## config.mk

```make
export PLATFORM = sky130hd
export DESIGN_NAME = sacl_alu
export DESIGN_NICKNAME = d
export VERILOG_FILES = /design/src/hdl/set_assoc_cache_timestamp_lru_defines.svh /design/src/hdl/sacl_pkg.sv /design/src/hdl/sacl_alu.sv
export SDC_FILE = /design/constraint.sdc
export NUM_CORES = 1
export LEC_CHECK = 0
export ABC_AREA = 0
export BUFFER_PORTS_ARGS = -buffer_cell sky130_fd_sc_hd__buf_2
export CAP_MARGIN = 40
export CORE_MARGIN = 1.5
export CORE_UTILIZATION = 30
export DETAILED_ROUTE_END_ITERATION = 8
export SLEW_MARGIN = 0
export SYNTH_ARGS = -nofsm -noshare
export SYNTH_HDL_FRONTEND = slang
export SYNTH_SLANG_ARGS = --single-unit
```

## constraint.sdc

```tcl
create_clock -name vclk -period 8.89
set_clock_uncertainty 0.1 [all_clocks]
set_input_delay 0.889 -clock vclk [all_inputs]
set_output_delay 0.889 -clock vclk [all_outputs]
set_load 0.01 [all_outputs]
```

## src/hdl/set_assoc_cache_timestamp_lru_defines.svh

```systemverilog
// assertion macros for the set-associative tag store
// used by set_assoc_cache_timestamp_lru.sv; expects i_clk and i_rst_n in scope
`ifndef SET_ASSOC_CACHE_TIMESTAMP_LRU_DEFINES_SVH
`define SET_ASSOC_CACHE_TIMESTAMP_LRU_DEFINES_SVH

// same-cycle implication, off while in reset
`define SACL_ASSERT_IMP(lbl, ante, cons, msg) \
    lbl: assert property (@(posedge i_clk) disable iff (!i_rst_n) (ante) |-> (cons)) \
        else $error(msg);

// next-cycle implication, off while in reset
`define SACL_ASSERT_NXT(lbl, ante, cons, msg) \
    lbl: assert property (@(posedge i_clk) disable iff (!i_rst_n) (ante) |=> (cons)) \
        else $error(msg);

`endif

```

## src/hdl/sacl_pkg.sv

```systemverilog
// shared constants, codes and store types of the set-associative tag store
// no dependencies; imported by every module of the block
package sacl_pkg;

    localparam int SETS   = 64;
    localparam int WAYS   = 8;
    localparam int SET_W  = (SETS > 1) ? $clog2(SETS) : 1;
    localparam int WAY_W  = (WAYS > 1) ? $clog2(WAYS) : 1;
    localparam int LINE_W = SET_W + WAY_W;

    localparam int TIME_W = 64;
    localparam int ACC_W  = 32;
    localparam int OFF_W  = 4;
    localparam int LAT_W  = 10;
    localparam int OP_W   = 2;
    localparam int RES_SET_W = 6;
    localparam int RES_WAY_W = 3;

    localparam int CFG_IDX_W  = 1;
    localparam int CFG_DATA_W = 10;

    localparam int IN_DATA_W  = 176;
    localparam int OUT_DATA_W = 112;

    // request codes
    localparam logic [OP_W-1:0] OP_READ    = 2'd0;
    localparam logic [OP_W-1:0] OP_WRITE   = 2'd1;
    localparam logic [OP_W-1:0] OP_INSTALL = 2'd2;

    // register indexes
    localparam logic [CFG_IDX_W-1:0] CFG_LINE_OFFSET = 1'd0;
    localparam logic [CFG_IDX_W-1:0] CFG_HIT_LATENCY = 1'd1;

    typedef struct packed {
        logic [WAYS-1:0] valid;
        logic [WAYS-1:0] dirty;
    } t_meta;

    typedef struct packed {
        logic [TIME_W-1:0] tag;
        logic [TIME_W-1:0] recency;
        logic [TIME_W-1:0] ready;
    } t_entry;

    typedef struct packed {
        logic             meta_rd;
        logic             meta_wr;
        logic             ent_rd;
        logic             ent_wr;
        logic [SET_W-1:0] set;
        logic [WAY_W-1:0] way;
        t_meta            meta_wdata;
        t_entry           ent_wdata;
    } t_store_cmd;

    typedef struct packed {
        logic [TIME_W-1:0]    victim_tag;
        logic                 victim_dirty;
        logic                 replaced;
        logic [RES_WAY_W-1:0] way_used;
        logic [RES_SET_W-1:0] set_index;
        logic [ACC_W-1:0]     new_accumulated_time;
        logic                 hit;
    } t_result;

endpackage

```

## src/hdl/sacl_alu.sv

```systemverilog
// shared 64-bit add/subtract unit with carry out
// depends on sacl_pkg; carry high on a subtract means no borrow
module sacl_alu (
    input  logic [sacl_pkg::TIME_W-1:0] i_a,
    input  logic [sacl_pkg::TIME_W-1:0] i_b,
    input  logic                        i_sub,
    output logic [sacl_pkg::TIME_W:0]   o_res
);
    import sacl_pkg::*;

    logic [TIME_W-1:0] w_b;

    assign w_b   = i_sub ? ~i_b : i_b;
    assign o_res = {1'b0, i_a} + {1'b0, w_b} + {{TIME_W{1'b0}}, i_sub};

endmodule

```

# [Yosys cells after proc, flatten, opt, wreduce, memory -nomap -nowiden]
# Cells that the tools add are included.
[totals] reg_bits=0 inputBits=129 output_inout_bits=65 word_cells=4
[classes] addsub=2 mux=1 bitwise=1
[op_table] op="64-bit by 64-bit adder with 65-bit output" count=1
[op_table] op="65-bit by 1-bit adder with 65-bit output" count=1
[op_table] op="64-bit two-way mux" count=1
[op_table] op="64-bit NOT" count=1

# [Depth between registers and ports, before layout]
# Gate-level depths: netlist of the first run.
[logic_depth] depth_word=4 mapped_depth=14 mapped_depth_nobuf=12

# [Worst setup path after synthesis of the first run]
# Ideal clock, no wire load.
[synth_timing] path_kind="input to output" startpoint="in i_sub" endpoint="out o_res[63] (netlist bit)" t_arrival_ns=3.870 required_time_ns=7.901 slack_ns=4.031 path_stages=13 n_path_buf=2 cell_sequence="buf_2 -> buf_1 -> xor2_1 -> ha_1 -> nand4_2 -> or4_4 -> or2_4 -> o211ai_2 -> a221oi_2 -> a211oi_2 -> nor3_2 -> o31ai_2 -> xor2_1"
[synth_via] elab_chain_len=3
[synth_lines] element="start, declared" line="sacl_alu.sv:6" text="input logic i_sub,"
[synth_lines] element="64-bit two-way mux" line="sacl_alu.sv:13" text="assign w_b = i_sub ? ~i_b : i_b;"
[synth_lines] element="64-bit by 64-bit adder with 65-bit output" line="sacl_alu.sv:14" text="assign o_res = {1'b0, i_a} + {1'b0, w_b} + {{TIME_W{1'b0}}, i_sub};"
[synth_lines] element="65-bit by 1-bit adder with 65-bit output (*)" line="sacl_alu.sv:14"
[synth_lines] element="end, declared" line="sacl_alu.sv:7" text="output logic [sacl_pkg::TIME_W:0] o_res"
# Mark *: on every way between the ends. The rest lies on a longest branch, timed or not.

# [Worst setup path after layout of the first run]
[layout_timing] startpoint="in i_sub" endpoint="out o_res[61] (netlist bit)"
# The elaborated chain is that of the path after synthesis.

==> metrics, run 1 <==
die width=126 um; hold_ws=1970 ps; area grow syn2layout=23.9%; Resized cells post-CTS=0; syn nets=835; share of layout cells above drive strength 1=0.274; Slew Limit Fails=0; IO buf count=194; hold path depth=3; Rel. slew slack=0.425; clock buffers=0; GPL Wtd Cong=0.941; grt total ovfl=0; post-synthesis average cell area=7.16 um^2; Post-DRT Antenna Nets=0; number of fillers in the final layout=1591; Design Area, Final=0.00564 mm^2; commonest non-fill, non-tap cells in the layout=buf_2, xor2_1, a21oi_1; core area=0.0147 mm^2; I/O Pins=194; Critical Path RT=7900 ps; Post-Syn Instances=636; HPWL after DPL=12700 um; n_diodes=0; vias in the first global route=4856; worst vdd ir=0.0552 mV; cts hold-fix bufs=0; Final nets=1009; Seq/Total Area, Yosys=0; initial antenna violation count=1; die height=126 um; Initial DRC Count=308; fmax=180 MHz; Multi-input gate area=0.00433 mm^2; Leakage=2.79 nW; Post-CTS Setup Bufs=0; Critical Path Source Type=primary input; Total Power Consumption=0.676 mW; drt drc=0; via count=5202; final hold vios=0; RSZ-0062 raised after global routing=no; seq_cells=0; Starting Density=0.310; Via density=5.24; Power Density=120 mW/mm^2; outcome=finished clean; CP endpoint kind=output pin; Setup TNS=0 ps; worst-path fanout max=37; fin crit share=0.623; final core utilization=0.384; drt pass-1 iters=5; Mapped Area=0.00455 mm^2; Final Setup Violations=0; Placement Cell Area=0.00564 mm^2; Worst Max-Slew Pin Slew=841 ps; first-pass GRT wire length=23100 um; GRT Total Usage=0.171; Post-Route WL=14700 um; drt wl/cell=14.8 um; crit path DAT=4550 ps; Synth cell types=71; fin crit period=5540 ps; Tightest Hold Check Type=primary input to output pin; Register Area=0 um^2; # rows=44; yosys warns=0; pin count of the biggest net entering global routing=38; WS Path Type=primary input to output pin; most common cell after layout, fill and taps aside=buf_2; DIE AREA=0.0159 mm^2; Max-Cap Viols=0
## routing by layer
metal,vias up,part of all wire,GRT usage
li1,2670,-,-
met1,2347,0.50,0.249
met2,177,0.44,0.288
met3,6,0.057,0.0140
met4,2,0.0042,0.00541
met5,-,0.00089,0
## critical path, cell delays in order
cell and delay, ps:
buf_4 380, buf_16 310, xor2_1 110, ha_1 380, a21oi_1 140, a21boi_0 200, o21ai_0 130, a2111oi_0 720
o311ai_1 140, a31oi_1 420, a31o_2 270, a21oi_1 80, xnor2_1 180, buf_2 160
## stage by stage
| stage | setup WS [ps] | cells |
|---|---|---|
| final | 3350 | 992 |
| after global routing | 3060 | 992 |
| after CTS | 3390 | 992 |
| after detailed placement | 3410 | 992 |
| after global placement | 3200 | 990 |
| after floorplan | 4030 | 636 |
## path summary, 6_finish.rpt
path / start / to
worst max-delay path: i_sub / o_res[61]
worst min-delay path: i_a[0] / o_res[0]
## logic make-up after synthesis
group                      Yosys count  synth area share
adders and majority gates           70             0.194
buffers and inverters               44            0.0484
and+or+nand+nor                    169             0.182
muxes                                2           0.00440
AOI/OAI and AO/OA                  228             0.335
xor gates and xnor gates           123             0.237
## layout make-up
| class | count | area share |
|---|---|---|
| multi-input combinational | 592 | 0.768 |
| timing repair buffer | 196 | 0.178 |
| tap | 184 | 0.0408 |
| inverter | 20 | 0.0133 |
## cells in the mapped netlist (all sizes together), types with 3 or more instances
cell type,number,area [um^2]
a2111oi,6,77.6
a211oi,6,62.6
a21boi,5,37.5
a21o,35,267
a21oi,82,410
a311oi,4,47.6
a31oi,8,56.3
and2,7,43.8
and3,4,26.3
buf,12,62.6
clkbuf,10,40.0
ha,69,863
inv,20,75.1
nand2,61,229
nand2b,5,31.3
nand3,10,50.1
nand4,15,100
nor2,38,145
nor2b,4,25.0
nor3,7,40.0
nor4,5,31.3
o211ai,4,35.0
o21a,5,37.5
o21ai,38,198
o21bai,12,93.8
o31ai,6,50.1
or3,3,18.8
xnor2,37,324
xor2,86,753
## report_power, final
part / total [mW] / internal, mW / switching, mW
Combinational: 0.676 / 0.282 / 0.394
Sequential: 0 / 0 / 0
Clock: 0 / 0 / 0
Total: 0.676 / 0.282 / 0.394
(Power assumes the default switching activity.)
==> inputs of run 2 (changes only) <==
==> constraint.sdc (replaced) <==
create_clock -name vclk -period 5.3
set_clock_uncertainty 0.1 [all_clocks]
set_input_delay 0.53 -clock vclk [all_inputs]
set_output_delay 0.53 -clock vclk [all_outputs]
set_load 0.01 [all_outputs]
==> run 2 against run 1 <==
Largest cell class unchanged. Final area about the same. Setup slack got worse by 2700 ps. Critical path depth decreased by 1. Largest power group unchanged. Utilization about the same. Worst hold slack got worse by 720 ps. Cell count increased by 0.30%. Combinational power increased by 67%. Non-clock buffer count increased by 2.
==> metrics, run 2 (same netlist as run 1, synthesis figures left out) <==
outcome=finished clean; Worst Setup SP=i_sub; first-pass GRT wire length=23800 um (+3.1%); Starting Density=0.310 (unchanged); Post-DRT Antenna Nets=0 (unchanged); cts hold-fix bufs=0 (unchanged); HPWL after DPL=12700 um (+0.48%); clock power share=0 (unchanged); Post-Route WL=14800 um (+0.63%); Post-CTS Setup Bufs=0 (unchanged); Final Setup Violations=0 (unchanged); grt total ovfl=0 (unchanged); Leakage=2.80 nW (+0.20%); clock buffers=0 (unchanged); Total Power Consumption=1.13 mW (+68%); Critical Path Source Type=primary input; fmax=217 MHz; worst vdd ir=0.0929 mV (+68%); drt wl/cell=14.8 um (+0.32%); Internal Power=0.474 mW (+68%); # rows=44 (unchanged); CP endpoint kind=output pin; Worst Max-Slew Pin Slew=748 ps (-92.2 ps); initial antenna violation count=2 (+1); Design Area, Final=0.00565 mm^2 (about the same); core area=0.0147 mm^2 (unchanged); Power Density=201 mW/mm^2 (+68%); Via density=5.17 (-1.4%); Rel. slew slack=0.488 (+0.0630); most common cell after layout, fill and taps aside=buf_2; vias in the first global route=4990 (+2.8%); GPL Wtd Cong=0.907 (-3.7%); area grow syn2layout=24.0% (about the same); Slew Limit Fails=0 (unchanged); Final Worst Setup Slack=682 ps (-2670 ps); P_sw=0.660 mW (+67%); drt drc=0 (unchanged); Critical Path RT=4670 ps (-3230 ps); fin crit period=4620 ps; Setup TNS=0 ps (unchanged); die height=126 um (unchanged); Resized cells post-CTS=0 (unchanged); min-delay src=i_b[0]; sequential fraction of design power=0 (unchanged); IO buf count=194 (unchanged); GRT Total Usage=0.176 (+0.00511); Max-Cap Viols=0 (unchanged); Placement Cell Area=0.00564 mm^2 (about the same); fin crit share=0.871; share of layout cells above drive strength 1=0.277 (+0.00303); RSZ-0062 raised after global routing=no; seq_cells=0 (unchanged); commonest non-fill, non-tap cells in the layout=buf_2, xor2_1, a21oi_1; die width=126 um (unchanged); final hold vios=0 (unchanged); pin count of the biggest net entering global routing=32 (-16%); via count=5146 (-1.1%); sw frac=0.582 (-0.000819); WS Path Type=primary input to output pin; Initial DRC Count=273 (-11%); I/O Pins=194 (unchanged); pre-CTS setup slack=649 ps (-2760 ps); hold_ws=1250 ps (-723 ps); Final nets=1011 (+0.20%); DIE AREA=0.0159 mm^2 (unchanged); Register Area=0 um^2 (unchanged); Tightest Hold Check Type=primary input to output pin; drt pass-1 iters=5 (unchanged); crit path DAT=3990 ps (-560 ps); worst-path fanout max=31 (-16%); Comb power frac=1.000 (about the same)
run 2: changes by cell type in the layout (fill, tap and decap cells not counted):
cell / previous run / this run
buf_4: 1 / 5
buf_1: 1 / 0
buf_16: 1 / 0
diode_2: 0 / 1
run 2: power by group through the flow:
stage               registers, mW  logic [mW]  clock network (mW)
floorplan                       0       0.768                   0
global placement                0        1.13                   0
detailed placement              0        1.13                   0
CTS                             0        1.14                   0
global route                    0        1.25        0.0000000252
finish                          0        1.13        0.0000000252
run 2: layer usage:
layer  vias to the layer above  GRT usage  part of all wire
li1                       2676          -                 -
met1                      2284      0.256              0.49
met2                       173      0.289              0.44
met3                        11     0.0187             0.061
met4                         2     0.0162             0.011
met5                         -          0           0.00095
run 2: layout make-up:
cell class | instances | area [um^2]
antenna | 1 | 2.50
fill | 1586 | 9050
inverter | 20 | 75.1
multi-input combinational | 592 | 4330
tap | 184 | 230
timing repair buffer | 198 | 1000
run 2: final timing paths:
path        end  slack [ps]  depth (start not counted)
min    o_res[0]        1250                          3
max   o_res[58]         680                         13
run 2: worst max-delay path, stage by stage:
cell and delay, ps:
buf_4 410, buf_4 390, xor2_1 120, ha_1 440
nand2_1 120, nor2_1 310, nand2_1 90, nor4_1 440
a311oi_2 200, a211oi_4 410, a41oi_1 190, xnor2_1 180
buf_2 150
run 2: through the flow:
step	cells	util
after global routing	995	0.384
after detailed placement	994	0.384
after CTS	994	0.384
final	995	0.384
after global placement	994	0.384
after floorplan	636	-
